`src/rtl/owm_pkg.sv`:
```
// ----------------------------------------------------------------------------
// owm_pkg
// Types and constants of the 1-Wire bus master timing engine.
// ----------------------------------------------------------------------------
package owm_pkg;

  // Bits in one byte transfer
  localparam int BITS_PER_BYTE = 8;
  localparam int TICK_W        = 10;
  localparam int BIT_IDX_W     = 3;
  localparam int CFG_IDX_W     = 3;

  // Command opcodes
  localparam logic [1:0] OP_RESET = 2'd0;
  localparam logic [1:0] OP_WRITE = 2'd1;
  localparam logic [1:0] OP_READ  = 2'd2;
  localparam logic [1:0] OP_NONE  = 2'd3;

  // Configuration register indexes
  localparam logic [CFG_IDX_W-1:0] REG_RST_LOW     = 3'd0;
  localparam logic [CFG_IDX_W-1:0] REG_PRES_SAMPLE = 3'd1;
  localparam logic [CFG_IDX_W-1:0] REG_RST_TAIL    = 3'd2;
  localparam logic [CFG_IDX_W-1:0] REG_WR_LOW      = 3'd3;
  localparam logic [CFG_IDX_W-1:0] REG_WR_SLOT     = 3'd4;
  localparam logic [CFG_IDX_W-1:0] REG_RD_LOW      = 3'd5;
  localparam logic [CFG_IDX_W-1:0] REG_RD_SAMPLE   = 3'd6;
  localparam logic [CFG_IDX_W-1:0] REG_RD_REC      = 3'd7;

  // Register values after reset
  localparam logic [TICK_W-1:0] RST_LOW_DEF     = 10'd500;
  localparam logic [TICK_W-1:0] PRES_SAMPLE_DEF = 10'd30;
  localparam logic [TICK_W-1:0] RST_TAIL_DEF    = 10'd470;
  localparam logic [TICK_W-1:0] WR_LOW_DEF      = 10'd5;
  localparam logic [TICK_W-1:0] WR_SLOT_DEF     = 10'd80;
  localparam logic [TICK_W-1:0] RD_LOW_DEF      = 10'd2;
  localparam logic [TICK_W-1:0] RD_SAMPLE_DEF   = 10'd15;
  localparam logic [TICK_W-1:0] RD_REC_DEF      = 10'd15;

  // Bus phase, one-hot
  typedef enum logic [9:0] {
    PH_IDLE     = 10'b00_0000_0001,
    PH_RST_LOW  = 10'b00_0000_0010,
    PH_RST_WAIT = 10'b00_0000_0100,
    PH_RST_TAIL = 10'b00_0000_1000,
    PH_WR_LOW   = 10'b00_0001_0000,
    PH_WR_SLOT  = 10'b00_0010_0000,
    PH_WR_GAP   = 10'b00_0100_0000,
    PH_RD_LOW   = 10'b00_1000_0000,
    PH_RD_WAIT  = 10'b01_0000_0000,
    PH_RD_REC   = 10'b10_0000_0000
  } phase_t;

  // Outcome of closing one phase
  typedef struct packed {
    phase_t               next_ph;
    logic [BIT_IDX_W-1:0] bit_idx;
    logic [7:0]           shift;
    logic                 rd_load;
    logic                 pres_load;
    logic                 pres_val;
  } fin_t;

endpackage

```
`src/rtl/one_wire_bus_master_core.sv`:
```
// ----------------------------------------------------------------------------
// one_wire_bus_master_core
// 1-Wire bus master timing engine: reset/presence, byte write and byte read.
// ----------------------------------------------------------------------------
// Every input transaction is one microsecond tick carrying the sampled bus
// level and an optional command. The tick is processed in the cycle it is
// accepted and its result (line drive, busy, done, last read byte, presence)
// appears in the output register on the next cycle, so one tick is taken per
// clock unless input is held off. The only thing that holds off input is a
// full output register whose result is stalled. Slot timing is set by the
// configuration registers (in ticks); the user must write them only while no
// command runs, as the block itself does not enforce it. Bytes go out and
// come in LSB first; a write byte ends with BYTE_GAP_TICKS released ticks.
module one_wire_bus_master_core #(
  parameter int unsigned BYTE_GAP_TICKS = 100
) (
  input  logic       clk,
  input  logic       rst_n,
  // tick input
  input  logic       in_valid,
  output logic       in_stall,
  input  logic       in_cmd_valid,
  input  logic [1:0] in_opcode,
  input  logic [7:0] in_write_data,
  input  logic       in_line_level,
  // result output
  output logic       out_valid,
  input  logic       out_stall,
  output logic       out_line_release,
  output logic       out_busy_res,
  output logic       out_done_res,
  output logic [7:0] out_read_data,
  output logic       out_presence,
  // configuration writes
  input  logic                          cfg_valid,
  output logic                          cfg_ready,
  input  logic [owm_pkg::CFG_IDX_W-1:0] cfg_index,
  input  logic [owm_pkg::TICK_W-1:0]    cfg_data
);

  import owm_pkg::*;

  localparam logic [TICK_W-1:0]    GAP_LEN  = TICK_W'(BYTE_GAP_TICKS);
  localparam logic [BIT_IDX_W-1:0] LAST_BIT = BIT_IDX_W'(BITS_PER_BYTE - 1);

  // Configuration registers
  logic [TICK_W-1:0] rst_low_r, pres_sample_r, rst_tail_r, wr_low_r;
  logic [TICK_W-1:0] wr_slot_r, rd_low_r, rd_sample_r, rd_rec_r;

  // Engine state
  phase_t               phase_r, phase_nxt;
  logic [TICK_W-1:0]    tick_r, tick_nxt;
  logic [BIT_IDX_W-1:0] bit_r, bit_nxt;
  logic [7:0]           shift_r, shift_nxt;
  logic [7:0]           rd_byte_r, rd_byte_nxt;
  logic                 pres_r, pres_nxt;

  // Output register
  logic       out_valid_r;
  logic       release_r, busy_r, done_r;
  logic       release_nxt, busy_nxt, done_nxt;

  logic       in_accept;
  logic       start;
  phase_t     ph0;
  logic [TICK_W-1:0]    tc0, tc1;
  logic [BIT_IDX_W-1:0] bi0;
  logic [7:0]           sb0;
  fin_t       fin1, fin2;

  function automatic logic [TICK_W-1:0] at_least_one(input logic [TICK_W-1:0] v);
    return (v == '0) ? TICK_W'(1) : v;
  endfunction

  // Length of a phase in ticks; tail, recovery and gap may be zero
  function automatic logic [TICK_W-1:0] phase_len(input phase_t ph);
    logic [TICK_W-1:0] len;
    case (ph)
      PH_RST_LOW:  len = at_least_one(rst_low_r);
      PH_RST_WAIT: len = at_least_one(pres_sample_r);
      PH_RST_TAIL: len = rst_tail_r;
      PH_WR_LOW:   len = at_least_one(wr_low_r);
      PH_WR_SLOT:  len = at_least_one(wr_slot_r);
      PH_WR_GAP:   len = GAP_LEN;
      PH_RD_LOW:   len = at_least_one(rd_low_r);
      PH_RD_WAIT:  len = at_least_one(rd_sample_r);
      PH_RD_REC:   len = rd_rec_r;
      default:     len = TICK_W'(1);
    endcase
    return len;
  endfunction

  // Close a phase: sample, shift and pick the following phase
  function automatic fin_t finish(input phase_t ph, input logic line,
                                  input logic [BIT_IDX_W-1:0] bi,
                                  input logic [7:0] sb);
    fin_t f;
    f.next_ph   = PH_IDLE;
    f.bit_idx   = bi;
    f.shift     = sb;
    f.rd_load   = 1'b0;
    f.pres_load = 1'b0;
    f.pres_val  = ~line;
    case (ph)
      PH_RST_LOW:  f.next_ph = PH_RST_WAIT;
      PH_RST_WAIT: begin
        f.pres_load = 1'b1;
        f.next_ph   = PH_RST_TAIL;
      end
      PH_WR_LOW:   f.next_ph = PH_WR_SLOT;
      PH_WR_SLOT:  begin
        f.shift = {1'b0, sb[7:1]};
        if (bi == LAST_BIT) begin
          f.bit_idx = '0;
          f.next_ph = PH_WR_GAP;
        end else begin
          f.bit_idx = bi + 1'b1;
          f.next_ph = PH_WR_LOW;
        end
      end
      PH_RD_LOW:   f.next_ph = PH_RD_WAIT;
      PH_RD_WAIT:  begin
        f.shift   = {line, sb[7:1]};
        f.next_ph = PH_RD_REC;
      end
      PH_RD_REC:   begin
        if (bi == LAST_BIT) begin
          f.bit_idx = '0;
          f.rd_load = 1'b1;
          f.next_ph = PH_IDLE;
        end else begin
          f.bit_idx = bi + 1'b1;
          f.next_ph = PH_RD_LOW;
        end
      end
      default:     f.next_ph = PH_IDLE;
    endcase
    return f;
  endfunction

  // Handshakes: hold input only while a result is stalled in the output
  assign in_stall  = out_valid_r & out_stall;
  assign in_accept = in_valid & ~in_stall;
  assign cfg_ready = 1'b1;

  // Command start, then this tick's phase context
  assign start = (phase_r == PH_IDLE) & in_cmd_valid & (in_opcode != OP_NONE);

  always_comb begin
    ph0 = phase_r;
    tc0 = tick_r;
    bi0 = bit_r;
    sb0 = shift_r;
    if (start) begin
      tc0 = '0;
      bi0 = '0;
      sb0 = '0;
      case (in_opcode)
        OP_RESET: ph0 = PH_RST_LOW;
        OP_WRITE: begin
          ph0 = PH_WR_LOW;
          sb0 = in_write_data;
        end
        OP_READ:  ph0 = PH_RD_LOW;
        default:  ph0 = PH_IDLE;
      endcase
    end
  end

  assign tc1  = tc0 + 1'b1;
  assign fin1 = finish(ph0, in_line_level, bi0, sb0);
  assign fin2 = finish(fin1.next_ph, in_line_level, fin1.bit_idx, fin1.shift);

  // Tick update: count, close the phase and skip a following empty phase
  always_comb begin
    phase_nxt   = ph0;
    tick_nxt    = tc0;
    bit_nxt     = bi0;
    shift_nxt   = sb0;
    rd_byte_nxt = rd_byte_r;
    pres_nxt    = pres_r;
    release_nxt = 1'b1;
    busy_nxt    = 1'b0;
    done_nxt    = 1'b0;
    if (ph0 != PH_IDLE) begin
      busy_nxt = 1'b1;
      case (ph0)
        PH_RST_LOW, PH_WR_LOW, PH_RD_LOW: release_nxt = 1'b0;
        PH_WR_SLOT:                       release_nxt = sb0[0];
        default:                          release_nxt = 1'b1;
      endcase
      tick_nxt = tc1;
      if (tc1 >= phase_len(ph0)) begin
        tick_nxt = '0;
        if (fin1.pres_load) pres_nxt = fin1.pres_val;
        if (fin1.rd_load) rd_byte_nxt = fin1.shift;
        if (fin1.next_ph != PH_IDLE && phase_len(fin1.next_ph) == '0) begin
          phase_nxt = fin2.next_ph;
          bit_nxt   = fin2.bit_idx;
          shift_nxt = fin2.shift;
          if (fin2.rd_load) rd_byte_nxt = fin2.shift;
        end else begin
          phase_nxt = fin1.next_ph;
          bit_nxt   = fin1.bit_idx;
          shift_nxt = fin1.shift;
        end
        done_nxt = (phase_nxt == PH_IDLE);
      end
    end
  end

  // Configuration registers
  always_ff @(posedge clk) begin
    if (!rst_n) begin
      rst_low_r     <= RST_LOW_DEF;
      pres_sample_r <= PRES_SAMPLE_DEF;
      rst_tail_r    <= RST_TAIL_DEF;
      wr_low_r      <= WR_LOW_DEF;
      wr_slot_r     <= WR_SLOT_DEF;
      rd_low_r      <= RD_LOW_DEF;
      rd_sample_r   <= RD_SAMPLE_DEF;
      rd_rec_r      <= RD_REC_DEF;
    end else if (cfg_valid && cfg_ready) begin
      case (cfg_index)
        REG_RST_LOW:     rst_low_r     <= cfg_data;
        REG_PRES_SAMPLE: pres_sample_r <= cfg_data;
        REG_RST_TAIL:    rst_tail_r    <= cfg_data;
        REG_WR_LOW:      wr_low_r      <= cfg_data;
        REG_WR_SLOT:     wr_slot_r     <= cfg_data;
        REG_RD_LOW:      rd_low_r      <= cfg_data;
        REG_RD_SAMPLE:   rd_sample_r   <= cfg_data;
        REG_RD_REC:      rd_rec_r      <= cfg_data;
        default:         rd_rec_r      <= rd_rec_r;
      endcase
    end
  end

  // Engine state, advanced once per accepted tick
  always_ff @(posedge clk) begin
    if (!rst_n) begin
      phase_r   <= PH_IDLE;
      tick_r    <= '0;
      bit_r     <= '0;
      shift_r   <= '0;
      rd_byte_r <= '0;
      pres_r    <= 1'b0;
    end else if (in_accept) begin
      phase_r   <= phase_nxt;
      tick_r    <= tick_nxt;
      bit_r     <= bit_nxt;
      shift_r   <= shift_nxt;
      rd_byte_r <= rd_byte_nxt;
      pres_r    <= pres_nxt;
    end
  end

  // Output register valid
  always_ff @(posedge clk) begin
    if (!rst_n) begin
      out_valid_r <= 1'b0;
    end else if (in_accept) begin
      out_valid_r <= 1'b1;
    end else if (!out_stall) begin
      out_valid_r <= 1'b0;
    end
  end

  // Output register payload
  always_ff @(posedge clk) begin
    if (in_accept) begin
      release_r <= release_nxt;
      busy_r    <= busy_nxt;
      done_r    <= done_nxt;
    end
  end

  assign out_valid        = out_valid_r;
  assign out_line_release = release_r;
  assign out_busy_res     = busy_r;
  assign out_done_res     = done_r;
  assign out_read_data    = rd_byte_r;
  assign out_presence     = pres_r;

endmodule

```
`config.mk`:
```
export PLATFORM = sky130hd
export DESIGN_NAME = one_wire_bus_master_core
export DESIGN_NICKNAME = d
export VERILOG_FILES = /design/src/rtl/owm_pkg.sv /design/src/rtl/one_wire_bus_master_core.sv
export SDC_FILE = /design/constraint.sdc
export NUM_CORES = 1
export LEC_CHECK = 0
export BUFFER_PORTS_ARGS = -buffer_cell sky130_fd_sc_hd__clkbuf_2
export CAP_MARGIN = 20
export CORE_MARGIN = 3
export CORE_UTILIZATION = 55
export DETAILED_ROUTE_END_ITERATION = 7
export HOLD_SLACK_MARGIN = 0.12
export PLACE_DENSITY = 0.81
export SLEW_MARGIN = 10
export SYNTH_ARGS = -nofsm -noshare
export SYNTH_HDL_FRONTEND = slang
export SYNTH_SLANG_ARGS = --single-unit
```
`constraint.sdc`:
```
create_clock -name clk -period 4.2 [get_ports clk]
set_input_delay 0.42 -clock clk [delete_from_list [all_inputs] [get_ports clk]]
set_output_delay 0.42 -clock clk [all_outputs]
set_load 0.01 [all_outputs]
```
### Word-level counts from Yosys, hierarchy flattened

Index checks and enable logic that the tools add are counted.

| word-level totals | value |
|---|---|
| word-level logic and storage cells | 137 |
| memories kept | 0 |
| latch bits | 0 |
| output and inout port bits | 15 |
| RAM bits | 0 |
| bits in read-only memories | 0 |
| bits in registers | 124 |
| input bits | 30 |

| operators by class | value |
|---|---|
| $lt $le $gt $ge | 1 |
| add/subtract/negate cells | 3 |
| equal/unequal tests | 35 |
| shift operators | 0 |
| reductions and logical operators | 22 |
| $mul | 0 |
| bitwise operators | 6 |
| divide/modulo/power cells | 0 |
| muxes and demuxes | 52 |

Operators with widths:

| cell | number |
|---|---|
| $mux 10 | 20 |
| $pmux 10 s9 | 2 |
| $pmux 10 s7 | 2 |
| $logic_not 10->1 | 7 |
| $mux 8 | 8 |
| $pmux 8 s2 | 2 |
| $pmux 8 s3 | 1 |
| $mux 11 | 2 |
| $eq 10x1->1 const B | 2 |
| $eq 10x10->1 const B | 2 |
| $eq 10x2->1 const B | 2 |
| $eq 10x3->1 const B | 2 |
| $eq 10x4->1 const B | 2 |
| $eq 10x5->1 const B | 2 |
| $eq 10x6->1 const B | 2 |
| $eq 10x7->1 const B | 2 |
| $eq 10x8->1 const B | 2 |
| $eq 10x9->1 const B | 2 |
| $ne 10x1->1 const B | 2 |
| $eq 3x3->1 const B | 6 |
| $reduce_and 2->1 | 9 |
| $mux 3 | 4 |
| $pmux 3 s2 | 2 |
| $add 10x1->10 const B | 1 |
| other kinds (18) | 31 |

### Logic depth before layout (Yosys ltp)

| logic depth | value |
|---|---|
| word-level depth | 18 |
| gate-level depth with buffers | 21 |
| depth with buffers taken out | 17 |

### Worst setup path after synthesis

Ideal clock, no wire load.

| path | value |
|---|---|
| path type | register to register |
| from | register phase_r[7] |
| to | register pres_r (netlist: out_presence) |
| clock period less this slack | 3.924 ns |
| path slack | 0.276 ns |
| setup time | 0.116 ns |
| path buffers | 4 |
| data required time | 4.084 ns |
| stages on the path, launching flop included | 19 |
| arrival | 3.808 ns |
| cell sequence | dfxtp_1 clkbuf_1 nor3_1 and2_1 a32oi_2 nor2_1 buf_2 clkbuf_1 a222oi_1 nand3_1 a211oi_1 ha_1 a22oi_1 nand3_1 o22ai_1 nor2_1 clkbuf_1 a21oi_1 and3b_1 |

| on the way | value |
|---|---|
| longest elaborated chain between the ends | 9 |
| elaborated cells on any way between the ends | 21 |
| those cells by class | add/sub (1); order compare (1); eq/ne (11); mux (5); bitwise (2); reduce/logical (1) |

RTL lines:

| item | line | text |
|---|---|---|
| from (decl) | one_wire_bus_master_core.sv:51 | `phase_t phase_r, phase_nxt;` |
| from (signal assigned) | one_wire_bus_master_core.sv:248 | `phase_r <= phase_nxt;` |
| $eq 10x1->1 | one_wire_bus_master_core.sv:147 | `assign start = (phase_r == PH_IDLE) & in_cmd_valid & (in_opcode != OP_NONE);` |
| $and 1x1->1 (2 in a row) | one_wire_bus_master_core.sv:147 |  |
| $mux 10 | one_wire_bus_master_core.sv:154 | `if (start) begin` |
| $eq 10x10->1, or another cell as far along | one_wire_bus_master_core.sv:78 | `case (ph)` |
| $pmux 10 s9 | one_wire_bus_master_core.sv:78 |  |
| $mux 10 | one_wire_bus_master_core.sv:185 | `if (ph0 != PH_IDLE) begin` |
| $ge 10x10->1 | one_wire_bus_master_core.sv:193 | `if (tc1 >= phase_len(ph0)) begin` |
| $reduce_and 4->1 (no line) * | -- |  |
| to (signal assigned) | one_wire_bus_master_core.sv:253 | `pres_r <= pres_nxt;` |
| to (decl) | one_wire_bus_master_core.sv:56 | `logic pres_r, pres_nxt;` |

Mark *: on every way between the ends. The rest lies on a longest branch, timed or not. The select of a mux whose other input is x is not followed.
A chain may end at the register's enable or synchronous reset.

### Worst setup path in the final report

| path | value |
|---|---|
| from | register phase_r[3] |
| to | register rd_byte_r[7] (netlist: out_read_data[7]) |

| on the way | value |
|---|---|
| longest elaborated chain between the ends | 14 |
| elaborated cells on any way between the ends | 53 |
| those cells by class | add/sub (2); order compare (1); eq/ne (23); mux (22); bitwise (2); reduce/logical (3) |

RTL lines:

| item | line | text |
|---|---|---|
| $eq 10x1->1 | one_wire_bus_master_core.sv:147 |  |
| $and 1x1->1 (2 in a row) | one_wire_bus_master_core.sv:147 |  |
| $mux 3 | one_wire_bus_master_core.sv:154 |  |
| $eq 3x3->1 | one_wire_bus_master_core.sv:113, one_wire_bus_master_core.sv:127 |  |
| $mux 11 / $mux 10 (equally long branches) | one_wire_bus_master_core.sv:127, one_wire_bus_master_core.sv:113 |  |
| $pmux 10 s7 | one_wire_bus_master_core.sv:104 | `case (ph)` |
| $eq 10x10->1, or another cell as far along | one_wire_bus_master_core.sv:78, one_wire_bus_master_core.sv:104 |  |
| $pmux 10 s9 | one_wire_bus_master_core.sv:78 |  |
| $mux 10 | one_wire_bus_master_core.sv:193 |  |
| $mux 10 | one_wire_bus_master_core.sv:185 |  |
| $logic_not 10->1 | one_wire_bus_master_core.sv:197 | `if (fin1.next_ph != PH_IDLE && phase_len(fin1.next_ph) == '0) begin` |
| $logic_and 1x1->1 | one_wire_bus_master_core.sv:197 |  |
| $mux 8 | one_wire_bus_master_core.sv:197 |  |
| to (signal assigned) | one_wire_bus_master_core.sv:252 | `rd_byte_r <= rd_byte_nxt;` |
| to (decl) | one_wire_bus_master_core.sv:55 | `logic [7:0] rd_byte_r, rd_byte_nxt;` |

Several ways; a longest one is shown, not always the timed one. The select of a mux whose other input is x is not followed.

==> summary.md <==
| Metric | Value |
|---|---|
| Status | `finished clean` |
| Worst path required time | `4510 ps` |
| First-pass GRT wire length | `31,400 um` |
| Ports | `45` |
| Final Cell Area | `8010 um2` |
| Number of synthesized register bits | `124` |
| Port Buffers | `43` |
| Fmax | `248 MHz` |
| Post-Route WL | `20,100 um` |
| Cell count of the worst hold path | `2` |
| Die span in x | `116 um` |
| # H-tree levels | `4` |
| # diodes | `0` |
| Hold Crit Class | `input port to flip-flop` |
| Crit Reg-Reg Startpoint | `phase_r[3]$_SDFFE_PN0P_` |
| Tot GR Track Use | `0.297` |
| Post-Syn Area | `6690 um2` |
| Core area | `11,700 um2` |
| Main flop type after synthesis | `dfxtp_1` |
| EDFF count, synth | `3` |
| Vias in the first global route | `6,294` |
| Kind of critical path | `flip-flop to flip-flop` |
| Quantity of hold-fixing buffers added after cts | `0` |
| Crit path DAT | `4330 ps` |
| FP Rows | `39` |
| Synth Warn # | `0` |
| Slew headroom | `0.504` |
| CP Capture Type | `flip-flop` |
| Seq/Total Area, Yosys | `0.375` |
| Reg2Reg Depth | `21` |
| Worst skew pair latency | `420 ps` |
| Clock sink total | `124` |
| Actual slew at the worst max-slew pin | `741 ps` |
| Hold Crit Start | `in_valid` |
| Critical Path Source Type | `flip-flop` |
| TritonCTS clock tree | `done` |
| Cell Count Post-Placement | `1,055` |
| Die ar. | `13,500 um2` |
| Share of cells above drive strength 1 | `0.170` |
| WL/cell | `18.3 um` |
| Top cells by area, synth | `dfxtp_1 (36%), nand2_1 (14%), a21boi_0 (7.5%), nand3_1 (5.0%), nor2_1 (3.2%)` |
| Mapped Cells | `884` |
| Largest net degree at the start of global routing | `70` |
| CTS Buffer Depth | `2` |
| First DRT Iteration DRCs | `755` |
| Remaining DRCs | `0` |
| Power per cell area | `514 nW/um2` |
| Die height | `116 um` |
| Synth unique cells | `67` |
| Mapped Avg Cell Area | `7.57 um2` |
| Fin crit share | `0.958` |
| Num CTS Buffers | `17` |
| Post-Syn Nets | `929` |
| Final Skew | `7.63 ps` |
| Final critical-path required period | `4020 ps` |
| Root Driver | `clkbuf_16` |
| Synth-to-layout area growth | `19.6%` |
| Most common cell in the netlist | `nand2_1` |
| Final setup fails | `0` |
| Maximum VDD drop | `0.366 mV` |
| R2r setup slk | `180 ps` |
| Placed Instance Area | `7170 um2` |
| Nets@finish | `986` |
| Synth top cells by count | `nand2_1 (242), dfxtp_1 (121), a21boi_0 (67), nand3_1 (67), nor2_1 (57)` |
| Clock transition at path regs | `60 ps` |
| Lkg Pwr | `3.18 nW` |
| Via Count | `6,839` |
| GR Overflow Total | `0` |
| Dpl hpwl | `13,900 um` |
| Crit Reg-Reg Endpoint | `out_read_data[7]$_SDFFE_PN0P_` |
| Non-filler cells, final | `1,097` |
| Final hold violations | `0` |
| Initial core utilization | `0.574` |
| Worst Hold End | `out_valid$_SDFFE_PN0P_` |
| Filler cells | `965` |
| Maximum net fanout on the critical path | `8` |
| Antenna violations before repair | `0` |
| Vias/cell | `6.23` |
| Cell taking the most area after synthesis | `dfxtp_1` |
| Max-Cap Viols | `0` |
| ANT nets after route | `0` |
| Routability cong. | `0.948` |
| Yosys top cell area share | `0.362` |
| Max-slew violations | `0` |
| TritonRoute pass-1 iters | `6` |
| Async SR Flop Fraction | `0` |
## final cells by class
cell class	instances	area, um2	share of cell area
multi-input cells	699	4050	0.506
repair buffers	91	586	0.0731
well taps	143	179	0.0223
inverters	8	30.0	0.00375
clock inverters	10	160	0.0200
flip-flops and latches	124	2520	0.314
clock buffers	22	485	0.0606
## worst max path at each step
stage	startpoint	endpoint	slack, ps
finish	phase_r[3]$_SDFFE_PN0P_	out_read_data[7]$_SDFFE_PN0P_	180
global route	phase_r[4]$_SDFFE_PN0P_	phase_r[0]$_SDFFE_PN1P_	-30
CTS	phase_r[2]$_SDFFE_PN0P_	out_read_data[0]$_SDFFE_PN0P_	80
detailed placement	in_opcode[0]	out_read_data[7]$_SDFFE_PN0P_	110
global placement	in_opcode[0]	out_read_data[7]$_SDFFE_PN0P_	180
floorplan	phase_r[7]$_SDFFE_PN0P_	out_presence$_SDFFE_PN0P_	280
## worst max-delay path, cell delays in order (launching register included)
cell	delay (ps)
dfxtp_2	370
nor4b_4	370
nand3_2	140
buf_4	180
o21ai_4	210
buf_6	160
nor4_2	50
buf_4	180
a32oi_1	180
nand2_1	70
a211oi_1	420
ha_1	240
nor2_1	40
a21oi_1	170
o22ai_2	110
buf_4	160
clkbuf_2	140
buf_4	140
nor3_2	170
buf_4	180
a2bb2oi_1	160
a21boi_1	70
## sequential cells by signal, summed over array words and instances, names as in the netlist
signal and count:
out_busy_res 1, wr_low_r 10, tick_r 10, rst_low_r 10, phase_r 10, pres_sample_r 10, rd_sample_r 10, out_done_res 1
bit_r 3, rd_rec_r 10, out_read_data 8, out_valid 1, rst_tail_r 10, out_presence 1, shift_r 8, rd_low_r 10
out_line_release 1, wr_slot_r 10
## layer usage
metal  global-route usage  share of wire
met1                0.368           0.42
met2                0.490           0.47
met3               0.0606          0.072
met4                0.155          0.041
met5                    0              0
## where the power goes
part           internal [W]  total, W  switching (W)  leakage (nW)
Sequential          0.00125   0.00130      0.0000449          1.01
Combinational      0.000486   0.00123       0.000743          1.86
Clock               0.00106   0.00159       0.000534         0.315
Total               0.00279   0.00412        0.00132          3.18
## per-stage QoR
stage	hold slack, ps	setup slack [ps]	power [W]	setup TNS, ps	util
after floorplan	424	276	0.00201	0	-
after global placement	442	176	0.00237	0	0.614
after detailed placement	449	108	0.00238	0	0.615
after CTS	222	75.6	0.00396	0	0.670
after global routing	243	-31.0	0.00429	-40.1	0.687
final	230	175	0.00412	0	0.687
## cells by family after synthesis
kind of cell             count (synthesis)  synth area share
adder cells (fa/ha/maj)                 15            0.0280
buffers and inverters                   61            0.0355
flip-flops                             124             0.375
other                                    1          0.000560
AO/OA/AOI/OAI                          198             0.213
AND/OR/NAND/NOR                        467             0.322
XOR/XNOR                                 8            0.0105
multiplexers                            10            0.0153
## cell usage in the layout (no fill, tap or decap), types with 11 or more instances in the layout
cell type,synthesis,layout
a211oi_1,14,11
a21boi_0,67,67
a21oi_1,30,29
buf_4,1,41
clkbuf_16,0,18
clkbuf_2,0,43
dfxtp_1,121,117
ha_1,15,15
nand2_1,242,242
nand3_1,67,65
nor2_1,57,57
nor3_1,15,12
nor4_1,19,18
o21ai_0,32,31
## repair_timing
| action | in CTS | in global routing |
|---|---|---|
| buffers inserted | 0 | 9 |
| endpoints found under the setup margin | 0 | 32 |
| gates resized for setup | 0 | 29 |
No activity file was read; power rests on OpenSTA's default activity.
